[src/hw/rtl/sbph_pkg.sv]
// Shared types, constants and helper function of the spectrum bar peak-hold block.
`default_nettype none

package sbph_pkg;

    localparam int MAX_BANDS         = 8;
    localparam int MAX_LEDS_PER_BAND = 32;
    localparam int FULL_SCALE_SHIFT  = 12;
    localparam int FULL_SCALE        = (1 << FULL_SCALE_SHIFT) - 1;

    localparam int OP_W     = 3;
    localparam int BAND_W   = 3;
    localparam int LEVEL_W  = 12;
    localparam int PIX_W    = 5;
    localparam int COLOR_W  = 24;
    localparam int BCNT_W   = 4;
    localparam int LEDS_W   = 6;
    localparam int CFG_IDX_W  = 2;
    localparam int CFG_DATA_W = 6;
    localparam int PROD_W   = LEVEL_W + LEDS_W;

    localparam logic [OP_W-1:0] OP_SET_LEVEL = 3'd0;
    localparam logic [OP_W-1:0] OP_SAMPLE    = 3'd1;
    localparam logic [OP_W-1:0] OP_DECAY     = 3'd2;
    localparam logic [OP_W-1:0] OP_CLEAR     = 3'd3;
    localparam logic [OP_W-1:0] OP_RENDER    = 3'd4;

    localparam logic [CFG_IDX_W-1:0] REG_BAND_COUNT    = 2'd0;
    localparam logic [CFG_IDX_W-1:0] REG_LEDS_PER_BAND = 2'd1;

    localparam logic [BCNT_W-1:0] BAND_COUNT_RESET = 4'd7;
    localparam logic [LEDS_W-1:0] LEDS_RESET       = 6'd16;

    localparam logic [COLOR_W-1:0] COLOR_BLUE  = 24'h0000FF;
    localparam logic [COLOR_W-1:0] COLOR_PEAK  = 24'h440000;
    localparam logic [COLOR_W-1:0] COLOR_BLACK = 24'h000000;

    typedef struct packed {
        logic [OP_W-1:0]    operation;
        logic [BAND_W-1:0]  band;
        logic [LEVEL_W-1:0] level;
    } t_item;

    typedef struct packed {
        logic [PIX_W-1:0]   pixel_index;
        logic [COLOR_W-1:0] pixel_color;
        logic               last;
    } t_result;

    typedef enum logic [2:0] {
        S_IDLE,
        S_DECODE,
        S_WALK,
        S_BAR,
        S_PEAK,
        S_EMIT
    } t_state;

    typedef struct packed {
        logic load_item;
        logic idx_clr;
        logic idx_inc;
        logic wr_level;
        logic peak_raise;
        logic peak_dec;
        logic peak_clr;
        logic calc_bar;
        logic calc_peak;
        logic emit;
    } t_dp_cmd;

    typedef struct packed {
        logic [OP_W-1:0] op;
        logic            band_ok;
        logic            no_bands;
        logic            leds_ok;
        logic            walk_last;
        logic            emit_last;
    } t_dp_stat;

    // floor(value * leds / FULL_SCALE) using FULL_SCALE = 2^n - 1: the
    // remainder after the shift estimate stays below twice the divisor.
    function automatic logic [LEDS_W:0] scale_to_leds(input logic [LEVEL_W-1:0] value,
                                                      input logic [LEDS_W-1:0] leds);
        logic [PROD_W-1:0]          prod;
        logic [LEDS_W:0]            q0;
        logic [FULL_SCALE_SHIFT:0]  rem;
        logic [LEDS_W:0]            q;
        prod = PROD_W'(value) * PROD_W'(leds);
        q0   = (LEDS_W+1)'(prod >> FULL_SCALE_SHIFT);
        rem  = (FULL_SCALE_SHIFT+1)'(prod[FULL_SCALE_SHIFT-1:0])
               + (FULL_SCALE_SHIFT+1)'(q0);
        q    = q0 + ((rem >= (FULL_SCALE_SHIFT+1)'(FULL_SCALE)) ? (LEDS_W+1)'(1)
                                                                 : (LEDS_W+1)'(0));
        if (q > {1'b0, leds}) begin
            q = {1'b0, leds};
        end
        return q;
    endfunction

endpackage

`default_nettype wire

[src/hw/rtl/sbph_ctrl.sv]
// Controller state machine that sequences band walks and pixel rendering.
`default_nettype none

module sbph_ctrl
    import sbph_pkg::*;
(
    input  wire logic     i_clk,
    input  wire logic     i_rst_n,
    input  wire logic     start,
    input  wire t_dp_stat i_stat,
    output t_dp_cmd       o_cmd,
    output logic          busy
);

    t_state r_state;
    t_state n_state;

    always_ff @(posedge i_clk) begin
        if (!i_rst_n) begin
            r_state <= S_IDLE;
        end else begin
            r_state <= n_state;
        end
    end

    always_comb begin
        n_state = r_state;
        unique case (r_state)
            S_IDLE: begin
                if (start) begin
                    n_state = S_DECODE;
                end
            end
            S_DECODE: begin
                unique case (i_stat.op) inside
                    OP_SAMPLE, OP_DECAY, OP_CLEAR: begin
                        n_state = i_stat.no_bands ? S_IDLE : S_WALK;
                    end
                    OP_RENDER: begin
                        n_state = (i_stat.band_ok && i_stat.leds_ok) ? S_BAR : S_IDLE;
                    end
                    default: begin
                        n_state = S_IDLE;
                    end
                endcase
            end
            S_WALK: begin
                if (i_stat.walk_last) begin
                    n_state = S_IDLE;
                end
            end
            S_BAR: begin
                n_state = S_PEAK;
            end
            S_PEAK: begin
                n_state = S_EMIT;
            end
            S_EMIT: begin
                if (i_stat.emit_last) begin
                    n_state = S_IDLE;
                end
            end
            default: begin
                n_state = S_IDLE;
            end
        endcase
    end

    always_comb begin
        o_cmd = '0;
        busy  = 1'b1;
        unique case (r_state)
            S_IDLE: begin
                busy            = 1'b0;
                o_cmd.load_item = start;
            end
            S_DECODE: begin
                o_cmd.idx_clr  = 1'b1;
                o_cmd.wr_level = (i_stat.op == OP_SET_LEVEL) && i_stat.band_ok;
                if (i_stat.op == OP_RENDER) begin
                    o_cmd.idx_clr = 1'b0;
                end
            end
            S_WALK: begin
                o_cmd.idx_inc    = 1'b1;
                o_cmd.peak_raise = (i_stat.op == OP_SAMPLE);
                o_cmd.peak_dec   = (i_stat.op == OP_DECAY);
                o_cmd.peak_clr   = (i_stat.op == OP_CLEAR);
            end
            S_BAR: begin
                o_cmd.calc_bar = 1'b1;
            end
            S_PEAK: begin
                o_cmd.calc_peak = 1'b1;
            end
            S_EMIT: begin
                o_cmd.emit = 1'b1;
            end
            default: begin
                busy = 1'b1;
            end
        endcase
    end

    a_walk_needs_bands: assert property (@(posedge i_clk) disable iff (!i_rst_n)
        r_state == S_WALK |-> !i_stat.no_bands)
        else $error("band walk running with no bands in use");

    a_emit_needs_leds: assert property (@(posedge i_clk) disable iff (!i_rst_n)
        r_state == S_EMIT |-> i_stat.leds_ok && i_stat.band_ok)
        else $error("pixel emission on an unused band or empty bar");

    a_peak_follows_bar: assert property (@(posedge i_clk) disable iff (!i_rst_n)
        r_state == S_BAR |=> r_state == S_PEAK)
        else $error("peak position step skipped after bar length step");

endmodule

`default_nettype wire

[src/hw/rtl/sbph_dp.sv]
// Datapath with band levels, held peaks, configuration registers, scaler and pixel output.
`default_nettype none

module sbph_dp
    import sbph_pkg::*;
(
    input  wire logic                  i_clk,
    input  wire logic                  i_rst_n,
    input  wire t_item                 i_item,
    input  wire logic                  i_cfg_we,
    input  wire logic [CFG_IDX_W-1:0]  i_cfg_idx,
    input  wire logic [CFG_DATA_W-1:0] i_cfg_data,
    input  wire t_dp_cmd               i_cmd,
    output t_dp_stat                   o_stat,
    output logic                       o_strobe,
    output t_result                    o_result
);

    logic [LEVEL_W-1:0] r_level_mem [MAX_BANDS];
    logic [LEVEL_W-1:0] r_peak_mem  [MAX_BANDS];
    logic [BCNT_W-1:0]  r_band_count;
    logic [LEDS_W-1:0]  r_leds;
    logic [OP_W-1:0]    r_op;
    logic [LEVEL_W-1:0] r_level;
    logic [BAND_W-1:0]  r_idx;
    logic [LEDS_W-1:0]  r_bar;
    logic [PIX_W-1:0]   r_peak_pos;
    logic [PIX_W-1:0]   r_pix;

    logic [BCNT_W-1:0]  nb;
    logic [LEDS_W-1:0]  leds;
    logic [LEVEL_W-1:0] cur_level;
    logic [LEVEL_W-1:0] cur_peak;
    logic [LEVEL_W-1:0] scale_in;
    logic [LEDS_W:0]    scaled;
    logic [LEDS_W:0]    peak_pos;
    logic [COLOR_W-1:0] color;

    assign nb   = (r_band_count > BCNT_W'(MAX_BANDS)) ? BCNT_W'(MAX_BANDS) : r_band_count;
    assign leds = (r_leds > LEDS_W'(MAX_LEDS_PER_BAND)) ? LEDS_W'(MAX_LEDS_PER_BAND) : r_leds;

    assign cur_level = r_level_mem[r_idx];
    assign cur_peak  = r_peak_mem[r_idx];
    assign scale_in  = i_cmd.calc_peak ? cur_peak : cur_level;
    assign scaled    = scale_to_leds(scale_in, leds);
    assign peak_pos  = (scaled >= {1'b0, leds}) ? ({1'b0, leds} - (LEDS_W+1)'(1)) : scaled;

    always_comb begin
        if (r_pix == r_peak_pos) begin
            color = COLOR_PEAK;
        end else if (LEDS_W'(r_pix) < r_bar) begin
            color = COLOR_BLUE;
        end else begin
            color = COLOR_BLACK;
        end
    end

    assign o_stat.op        = r_op;
    assign o_stat.band_ok   = BCNT_W'(r_idx) < nb;
    assign o_stat.no_bands  = (nb == '0);
    assign o_stat.leds_ok   = (leds != '0);
    assign o_stat.walk_last = BCNT_W'(r_idx) == (nb - BCNT_W'(1));
    assign o_stat.emit_last = LEDS_W'(r_pix) == (leds - LEDS_W'(1));

    always_ff @(posedge i_clk) begin
        if (!i_rst_n) begin
            for (int i = 0; i < MAX_BANDS; i++) begin
                r_level_mem[i] <= '0;
                r_peak_mem[i]  <= '0;
            end
            r_band_count <= BAND_COUNT_RESET;
            r_leds       <= LEDS_RESET;
            r_idx        <= '0;
            o_strobe     <= 1'b0;
        end else begin
            if (i_cfg_we) begin
                case (i_cfg_idx)
                    REG_BAND_COUNT:    r_band_count <= i_cfg_data[BCNT_W-1:0];
                    REG_LEDS_PER_BAND: r_leds       <= i_cfg_data[LEDS_W-1:0];
                    default: ;
                endcase
            end
            if (i_cmd.load_item) begin
                r_idx <= i_item.band;
            end else if (i_cmd.idx_clr) begin
                r_idx <= '0;
            end else if (i_cmd.idx_inc) begin
                r_idx <= r_idx + BAND_W'(1);
            end
            if (i_cmd.wr_level) begin
                r_level_mem[r_idx] <= r_level;
            end
            if (i_cmd.peak_raise && (cur_level > cur_peak)) begin
                r_peak_mem[r_idx] <= cur_level;
            end else if (i_cmd.peak_dec && (cur_peak != '0)) begin
                r_peak_mem[r_idx] <= cur_peak - LEVEL_W'(1);
            end else if (i_cmd.peak_clr) begin
                r_peak_mem[r_idx] <= '0;
            end
            o_strobe <= i_cmd.emit;
        end
    end

    always_ff @(posedge i_clk) begin
        if (i_cmd.load_item) begin
            r_op    <= i_item.operation;
            r_level <= i_item.level;
        end
        if (i_cmd.calc_bar) begin
            r_bar <= scaled[LEDS_W-1:0];
        end
        if (i_cmd.calc_peak) begin
            r_peak_pos <= peak_pos[PIX_W-1:0];
            r_pix      <= '0;
        end
        if (i_cmd.emit) begin
            r_pix                <= r_pix + PIX_W'(1);
            o_result.pixel_index <= r_pix;
            o_result.pixel_color <= color;
            o_result.last        <= o_stat.emit_last;
        end
    end

    a_bar_in_range: assert property (@(posedge i_clk) disable iff (!i_rst_n)
        i_cmd.emit |-> r_bar <= leds)
        else $error("bar length beyond the band");

    a_peak_in_band: assert property (@(posedge i_clk) disable iff (!i_rst_n)
        i_cmd.emit |-> LEDS_W'(r_peak_pos) < leds)
        else $error("peak pixel outside the band");

    a_decay_saturates: assert property (@(posedge i_clk) disable iff (!i_rst_n)
        i_cmd.peak_dec && cur_peak == '0 |=> r_peak_mem[$past(r_idx)] == '0)
        else $error("peak decay wrapped below zero");

endmodule

`default_nettype wire

[src/hw/rtl/spectrum_bar_peak_hold_core.sv]
// Top level of the spectrum bar graph with per-band peak hold.
`default_nettype none

// An item is taken when start is high and busy is low; busy then stays high
// until the item is done. Set level is written in the decode state; sample
// complete, decay tick and clear peaks walk the bands in use, one band per
// cycle through the single level and peak port. Render band computes the bar
// and peak position, then gives one pixel item per cycle on o_strobe, in the
// cycle after the controller produces it. Results cannot be held off: the
// receiver must take every strobed item in the cycle it appears.
module spectrum_bar_peak_hold_core
    import sbph_pkg::*;
(
    input  wire logic                  i_clk,
    input  wire logic                  i_rst_n,
    input  wire logic                  start,
    output logic                       busy,
    input  wire t_item                 i_item,
    input  wire logic                  i_cfg_we,
    input  wire logic [CFG_IDX_W-1:0]  i_cfg_idx,
    input  wire logic [CFG_DATA_W-1:0] i_cfg_data,
    output logic                       o_strobe,
    output t_result                    o_result
);

    t_dp_cmd  cmd;
    t_dp_stat stat;

    sbph_ctrl u_ctrl (
        .i_clk   (i_clk),
        .i_rst_n (i_rst_n),
        .start   (start),
        .i_stat  (stat),
        .o_cmd   (cmd),
        .busy    (busy)
    );

    sbph_dp u_dp (
        .i_clk      (i_clk),
        .i_rst_n    (i_rst_n),
        .i_item     (i_item),
        .i_cfg_we   (i_cfg_we),
        .i_cfg_idx  (i_cfg_idx),
        .i_cfg_data (i_cfg_data),
        .i_cmd      (cmd),
        .o_stat     (stat),
        .o_strobe   (o_strobe),
        .o_result   (o_result)
    );

    a_strobe_from_work: assert property (@(posedge i_clk) disable iff (!i_rst_n)
        o_strobe |-> $past(busy))
        else $error("result item without an item in progress");

    a_pixels_contiguous: assert property (@(posedge i_clk) disable iff (!i_rst_n)
        o_strobe && !o_result.last |=> o_strobe &&
            o_result.pixel_index == PIX_W'($past(o_result.pixel_index) + PIX_W'(1)))
        else $error("pixel run broken before its last pixel");

    a_last_ends_run: assert property (@(posedge i_clk) disable iff (!i_rst_n)
        o_strobe && o_result.last |=> !o_strobe)
        else $error("pixel item after the last pixel");

endmodule

`default_nettype wire
[config.mk]
export PLATFORM = sky130hd
export DESIGN_NAME = spectrum_bar_peak_hold_core
export DESIGN_NICKNAME = d
export VERILOG_FILES = /design/src/hw/rtl/sbph_pkg.sv /design/src/hw/rtl/sbph_ctrl.sv /design/src/hw/rtl/sbph_dp.sv /design/src/hw/rtl/spectrum_bar_peak_hold_core.sv
export SDC_FILE = /design/constraint.sdc
export NUM_CORES = 1
export LEC_CHECK = 0
export BUFFER_PORTS_ARGS = -buffer_cell sky130_fd_sc_hd__buf_2
export CORE_MARGIN = 4
export CORE_UTILIZATION = 48
export CTS_CLUSTER_DIAMETER = 30
export DETAILED_ROUTE_END_ITERATION = 6
export HOLD_SLACK_MARGIN = 0.1
export PLACE_DENSITY = 0.72
export REMOVE_ABC_BUFFERS = 1
export SLEW_MARGIN = 0
export SYNTH_ARGS = -nofsm -noshare
export SYNTH_HDL_FRONTEND = slang
export SYNTH_SLANG_ARGS = --single-unit
[constraint.sdc]
create_clock -name i_clk -period 15.7 [get_ports i_clk]
set_input_delay 4.71 -clock i_clk [delete_from_list [all_inputs] [get_ports i_clk]]
set_output_delay 4.71 -clock i_clk [all_outputs]
set_load 0.01 [all_outputs]
Word level (Yosys, flattened, before mapping)
Memory sizes are Yosys's and may differ from the RTL's. A register that Yosys moved wholly into a read port is not among the register bits.
Index checks and enable logic that the tools add are counted.
{"block": "word_totals", "mem_count": 2, "rom_bits": 0, "output_inout_bits": 32, "wordCells": 125, "latch_bits": 0, "regBits": 78, "ram_bits": 192, "inputBits": 30}
{"block": "op_classes", "bitwise_logic": 2, "n_lt_le_gt_ge": 8, "add_sub_neg": 8, "n_reduce_logical": 18, "div": 0, "n_mul": 1, "mux": 57, "shifts": 0, "n_eq_ne": 16}
{"memory": "u_dp.r_level_mem", "words": 8, "width": 12, "read_ports": 1, "rd_clocked_by_memory_dff": 1, "write_ports": 8, "line": "sbph_dp.sv:19", "text": "logic [LEVEL_W-1:0] r_level_mem [MAX_BANDS];"}
{"memory": "u_dp.r_peak_mem", "words": 8, "width": 12, "read_ports": 1, "rd_clocked_by_memory_dff": 1, "write_ports": 8, "line": "sbph_dp.sv:20", "text": "logic [LEVEL_W-1:0] r_peak_mem [MAX_BANDS];"}
{"operator": "12-bit two-way mux", "count": 5}
{"operator": "3-bit two-way mux", "count": 13}
{"operator": "1-bit two-way mux", "count": 28}
{"operator": "12-bit OR reduction", "count": 2}
{"operator": "12-bit by 6-bit multiplier with 18-bit output", "count": 1}
{"operator": "3-bit case mux with 6 select lines", "count": 1}
{"operator": "5-bit two-way mux", "count": 3}
{"operator": "12-bit by 6-bit adder with 13-bit output", "count": 1}
{"operator": "13-bit by 12-bit greater-or-equal comparator with 1-bit output (second input constant)", "count": 1}
{"operator": "3-bit by 2-bit equality test with 1-bit output (second input constant)", "count": 4}
{"operator": "12-bit greater-than comparator", "count": 1}
{"operator": "12-bit nonzero test", "count": 1}
{"operator": "12-bit by 1-bit subtractor with 12-bit output (second input constant)", "count": 1}
{"operator": "3-bit equality test (second input constant)", "count": 3}
{"operator": "8-bit two-way mux", "count": 1}
{"operator": "6-bit by 7-bit adder with 7-bit output", "count": 1}
{"operator": "7-bit by 6-bit greater-or-equal comparator with 1-bit output", "count": 1}
{"operator": "7-bit by 6-bit greater-than comparator with 1-bit output", "count": 1}
{"operator": "7-bit two-way mux", "count": 1}
{"operator": "3-bit by 1-bit equality test with 1-bit output (second input constant)", "count": 2}
{"operator": "5-bit by 6-bit equality test with 1-bit output", "count": 1}
{"operator": "6-bit greater-than comparator (second input constant)", "count": 1}
{"operator": "3-bit logical NOT", "count": 2}
{"operator": "5-bit by 6-bit < comparator with 1-bit output", "count": 1}
{"operator": "other kinds (25)", "count": 33}

Depth between registers and ports, before layout
{"block": "depth", "word_depth": 12, "mapped_depth": 51}

Cells and area by module
A second synthesis with hierarchy kept.
{"block": "unflattened", "cells_unflattened": 1282, "area_unflattened_um2": 15576.2}
{"module": "sbph_dp", "n_inst": 1, "area_each_um2": 15287.2, "cells_each": 1242, "seq_area_each_um2": 7277.0}
{"module": "sbph_ctrl", "n_inst": 1, "area_each_um2": 289.0, "cells_each": 40, "seq_area_each_um2": 60.1}

Worst setup path after synthesis
OpenSTA, ideal clock, no wires.
{"block": "synth_timing", "path_kind": "register to register", "startpoint": "register (tool-made name)", "endpoint": "register u_dp.r_peak_pos[2], data pin", "path_buffers": 5, "period_less_slack_ns": 10.556, "setup_slack_ns": 5.144, "stages_incl_launch_ff": 47, "arrival_ns": 10.410, "cell_sequence": "dfxtp_1 -> buf_6 -> buf_6 -> buf_6 -> buf_6 -> buf_2 -> mux4_2 -> nand2_1 -> nand2_1 -> o21ai_0 -> nor2_1 -> fa_1 -> fa_1 -> inv_1 -> fa_1 -> inv_1 -> ha_1 -> a21o_1 -> (+11 left out) -> nor4b_1 -> and4_1 -> xor2_1 -> ha_1 -> and3_1 -> a221oi_1 -> a41oi_1 -> a41oi_2 -> mux2i_1 -> ha_1 -> nand2b_1 -> a21o_1 -> a21o_1 -> a21oi_1 -> o21a_1 -> nor3_1 -> a31o_2 -> a21oi_1"}
{"element": "to (signal assigned)", "line": "sbph_dp.sv:113", "text": "r_peak_pos <= peak_pos[PIX_W-1:0];"}
{"element": "to (decl)", "line": "sbph_dp.sv:27", "text": "logic [PIX_W-1:0] r_peak_pos;"}

==> impl_results.rst <==
.. list-table::
   :header-rows: 1

   * - Metric
     - Value
   * - Leakage
     - 0.00726 µW
   * - Top post-synthesis cells by area
     - sky130_fd_sc_hd__edfxtp_1 45%, sky130_fd_sc_hd__mux4_2 7.0%, sky130_fd_sc_hd__ha_1 5.7%
   * - Grt ovf
     - 0
   * - Outcome
     - finished with violations
   * - CTS root buffer
     - sky130_fd_sc_hd__clkbuf_16
   * - Final hold violations
     - 0
   * - Area share of the leading cell type in the synthesized netlist
     - 0.446
   * - Number of enable flip-flop cells after synthesis
     - 231
   * - Number of global-route vias before repair
     - 10.8k
   * - Flop and latch count out of synthesis
     - 251
   * - Peak fanout along the critical path
     - 53
   * - Syn. warnings
     - 0
   * - Required time at the worst-slack endpoint
     - 16.09 ns
   * - Classification of the worst setup path
     - flip-flop to flip-flop
   * - DRC
     - 2
   * - Final worst-path cycle share
     - 0.755
   * - Global Route Usage Sum
     - 0.210
   * - Wirelength per Cell
     - 20.3 µm
   * - Mapped cell area
     - 0.0155 mm²
   * - Detail Route Antenna Nets
     - 0
   * - Total of hold buffers inserted after clock tree synthesis
     - 0
   * - Area of the multi-input gates
     - 0.00749 mm²
   * - Final core occ
     - 0.563
   * - Startpoint Class
     - flip-flop
   * - Type of element capturing the critical path
     - flip-flop
   * - Cell area power density
     - 141 mW/mm²
   * - Violations in the final reports
     - design-rule violations
   * - Port Buffer Count
     - 47
   * - Latest clock arrival within the worst-skew pair
     - 0.57 ns
   * - Cells resized by post-CTS repair
     - 0
   * - Type of the most critical hold path
     - flip-flop to flip-flop
   * - Post-synthesis async set-or-reset flop share
     - 0
   * - Max clock buf depth
     - 3
   * - Clock tree skew after final layout
     - 0.0424 ns
   * - Finish-stage setup viols
     - 0
   * - Relative max-transition margin
     - 0.337
   * - Crit path max-delay cell type
     - sky130_fd_sc_hd__buf_4
   * - Final GP Congestion
     - 0.880
   * - Die boundary height
     - 188 µm
   * - Number of antenna violations at the first check in global routing
     - 0
   * - Sequential cell area
     - 0.00734 mm²
   * - Ys flop type
     - sky130_fd_sc_hd__edfxtp_1
   * - Unrepaired setup endpoints after global routing
     - no
   * - Number of levels the H-tree was split into
     - 2
   * - CP most frequent cell
     - sky130_fd_sc_hd__ha_1
   * - Width of the die
     - 188 µm
   * - Fraction of the yosys area taken by sequential cells
     - 0.472
   * - Mean cell area of the mapped netlist
     - 11.5 µm²
   * - Number of clock buffers inserted by TritonCTS
     - 52
   * - I/O pin count
     - 62
   * - Layout cells sized above 1
     - 0.184
   * - Max-cap violations
     - 0
   * - Cell count after synthesis
     - 1352
   * - CTS tree
     - yes
   * - Inserted Diodes
     - 0
   * - Max incr delay on CP
     - 0.72 ns
   * - Total routed wirelength
     - 37400 µm
   * - Worst slack on hold paths
     - 0.528 ns
   * - Clock net sink count
     - 251
   * - Accumulated negative setup slack
     - 0 ns
   * - Fin nets
     - 1540
   * - Clock slew at the register clock pins of the worst setup and hold paths
     - 0.04 ns
   * - Row Count
     - 65
   * - Number of iterations in the first detailed-routing pass
     - 7
   * - Fmax
     - 84.4 MHz
   * - Starting Density
     - 0.490
   * - Leading cell types by count after synthesis
     - 231 x sky130_fd_sc_hd__edfxtp_1, 170 x sky130_fd_sc_hd__nor2_1, 98 x sky130_fd_sc_hd__nand2_1, 73 x sky130_fd_sc_hd__inv_1, 71 x sky130_fd_sc_hd__ha_1
   * - Detailed placer's ending HPWL
     - 25100 µm
   * - Post-DR vias/cell
     - 5.87
   * - Most repeated cell in the gate-level netlist after synthesis
     - sky130_fd_sc_hd__edfxtp_1
   * - Crit path DAT
     - 12.24 ns
   * - Post-route total power
     - 2510 µW
   * - Post-synthesis cell type with the largest combined area
     - sky130_fd_sc_hd__edfxtp_1
   * - Global-route wire length before repair
     - 59300 µm
   * - Core area
     - 0.0317 mm²
   * - Fill cell total of the finished layout
     - 2582
   * - Number of vias after detailed routing
     - 10.8k
   * - Relative area change from synthesis to final layout
     - 14.8%
   * - Iteration-0 DRC count of the detailed router
     - 931
   * - Transition at the pin with the smallest max-transition slack
     - 0.983 ns
   * - Total Die Area
     - 0.0353 mm²
   * - Number of buffers inserted to repair setup after CTS
     - 0
   * - Max VDD drop
     - 0.129 mV
   * - Number of max-slew violations in the final report
     - 0
   * - Minimum clock period
     - 11.85 ns
   * - Largest net degree at the start of global routing
     - 54
   * - Unique cell type count in the Yosys netlist
     - 86
==> final cells by class <==
cell class | instances | area share
clock inverters | 29 | 0.0257
multi-input cells | 955 | 0.420
inverters | 76 | 0.0160
flip-flops and latches | 251 | 0.411
clock buffers | 65 | 0.0798
repair buffers | 61 | 0.0191
well taps | 402 | 0.0282
==> cells by family (layout without fill, tap and decap cells) <==
kind of cell	Yosys count	count (layout)	synth area share
compound gates	151	151	0.0685
xor+xnor	45	45	0.0253
fa+ha+maj	113	113	0.111
buf+inv	159	231	0.0497
flops	251	251	0.472
mux	78	78	0.0930
other cells	1	14	0.000241
simple gates	554	554	0.180
==> layer usage <==
layer / vias up / routed length (µm) / GRT usage
met1: 5262 / 15300 / 0.280
met3: 119 / 2950 / 0.0385
met2: 486 / 17700 / 0.342
met5: - / 0 / 0
li1: 4922 / - / -
met4: 0 / 1430 / 0.0861
==> critical path, delay by kind of cell, from the launching register on <==
family / cells / cell delay [ns]
AOI/OAI and AO/OA: 17 / 4.06
muxes: 2 / 0.94
adders and majority gates: 8 / 2.95
DFF: 1 / 0.59
and+or+nand+nor: 9 / 1.63
xor gates and xnor gates: 3 / 0.67
buffers and inverters: 2 / 0.77
==> state kept, by name (all words and copies together), names as in the netlist, 4 cells and up, named ones only <==
name	flops
u_dp.r_level_mem	96
u_dp.r_peak_mem	96
u_dp.r_level	12
u_dp.o_result	8
u_dp.r_bar	6
u_dp.r_leds	6
u_dp.r_peak_pos	5
u_dp.r_pix	5
u_dp.r_band_count	4
==> placed cells by master (no fill, tap or decap), types with 16 or more instances in the layout <==
master | Yosys | layout
sky130_fd_sc_hd__nand2b_1 | 18 | 18
sky130_fd_sc_hd__xor2_1 | 16 | 16
sky130_fd_sc_hd__ha_1 | 71 | 71
sky130_fd_sc_hd__xnor2_1 | 29 | 29
sky130_fd_sc_hd__clkbuf_16 | 0 | 55
sky130_fd_sc_hd__nor3_1 | 44 | 43
sky130_fd_sc_hd__a21oi_1 | 33 | 33
sky130_fd_sc_hd__fa_1 | 42 | 42
sky130_fd_sc_hd__dfxtp_1 | 20 | 18
sky130_fd_sc_hd__o21ai_0 | 34 | 34
sky130_fd_sc_hd__a21o_1 | 16 | 16
sky130_fd_sc_hd__nor2_2 | 25 | 25
sky130_fd_sc_hd__buf_2 | 14 | 47
sky130_fd_sc_hd__mux2i_1 | 21 | 21
sky130_fd_sc_hd__inv_1 | 73 | 73
sky130_fd_sc_hd__and2_1 | 63 | 63
sky130_fd_sc_hd__and3_1 | 44 | 44
sky130_fd_sc_hd__edfxtp_1 | 231 | 231
sky130_fd_sc_hd__mux4_2 | 48 | 48
sky130_fd_sc_hd__nand3_1 | 21 | 21
sky130_fd_sc_hd__nor2_1 | 170 | 170
sky130_fd_sc_hd__nand2_1 | 98 | 98
sky130_fd_sc_hd__nor2b_1 | 19 | 18
==> power breakdown <==
part | switching, µW | total, µW | internal (µW)
sequential | 38.5 | 805 | 767
clock | 358 | 1160 | 804
combinational | 333 | 544 | 211
total | 729 | 2510 | 1780
==> per-stage QoR <==
step	setup slack [ns]	std cells	area [µm²]
after floorplan	3.59	1282	15100
after global placement	4.08	1745	16000
after detailed placement	3.90	1745	16000
after CTS	3.85	1839	17800
after global routing	2.83	1839	17800
final	3.85	1839	17800
==> path summary, 6_finish.rpt <==
path | startpoint | slack (ns) | cells past startpoint | end
worst max-delay path | flip-flop | 3.85 | 41 | u_dp.r_peak_pos[2]$_DFFE_PP_
worst min-delay path | u_dp.r_leds[4]$_SDFFE_PN1P_ | 0.53 | 2 | u_dp.r_leds[4]$_SDFFE_PN1P_
worst max register to register | flip-flop | 3.85 | 41 | u_dp.r_peak_pos[2]$_DFFE_PP_
worst min register to register | u_dp.r_leds[4]$_SDFFE_PN1P_ | 0.53 | 2 | u_dp.r_leds[4]$_SDFFE_PN1P_
Note: power is estimated with default switching activity, not from simulation.
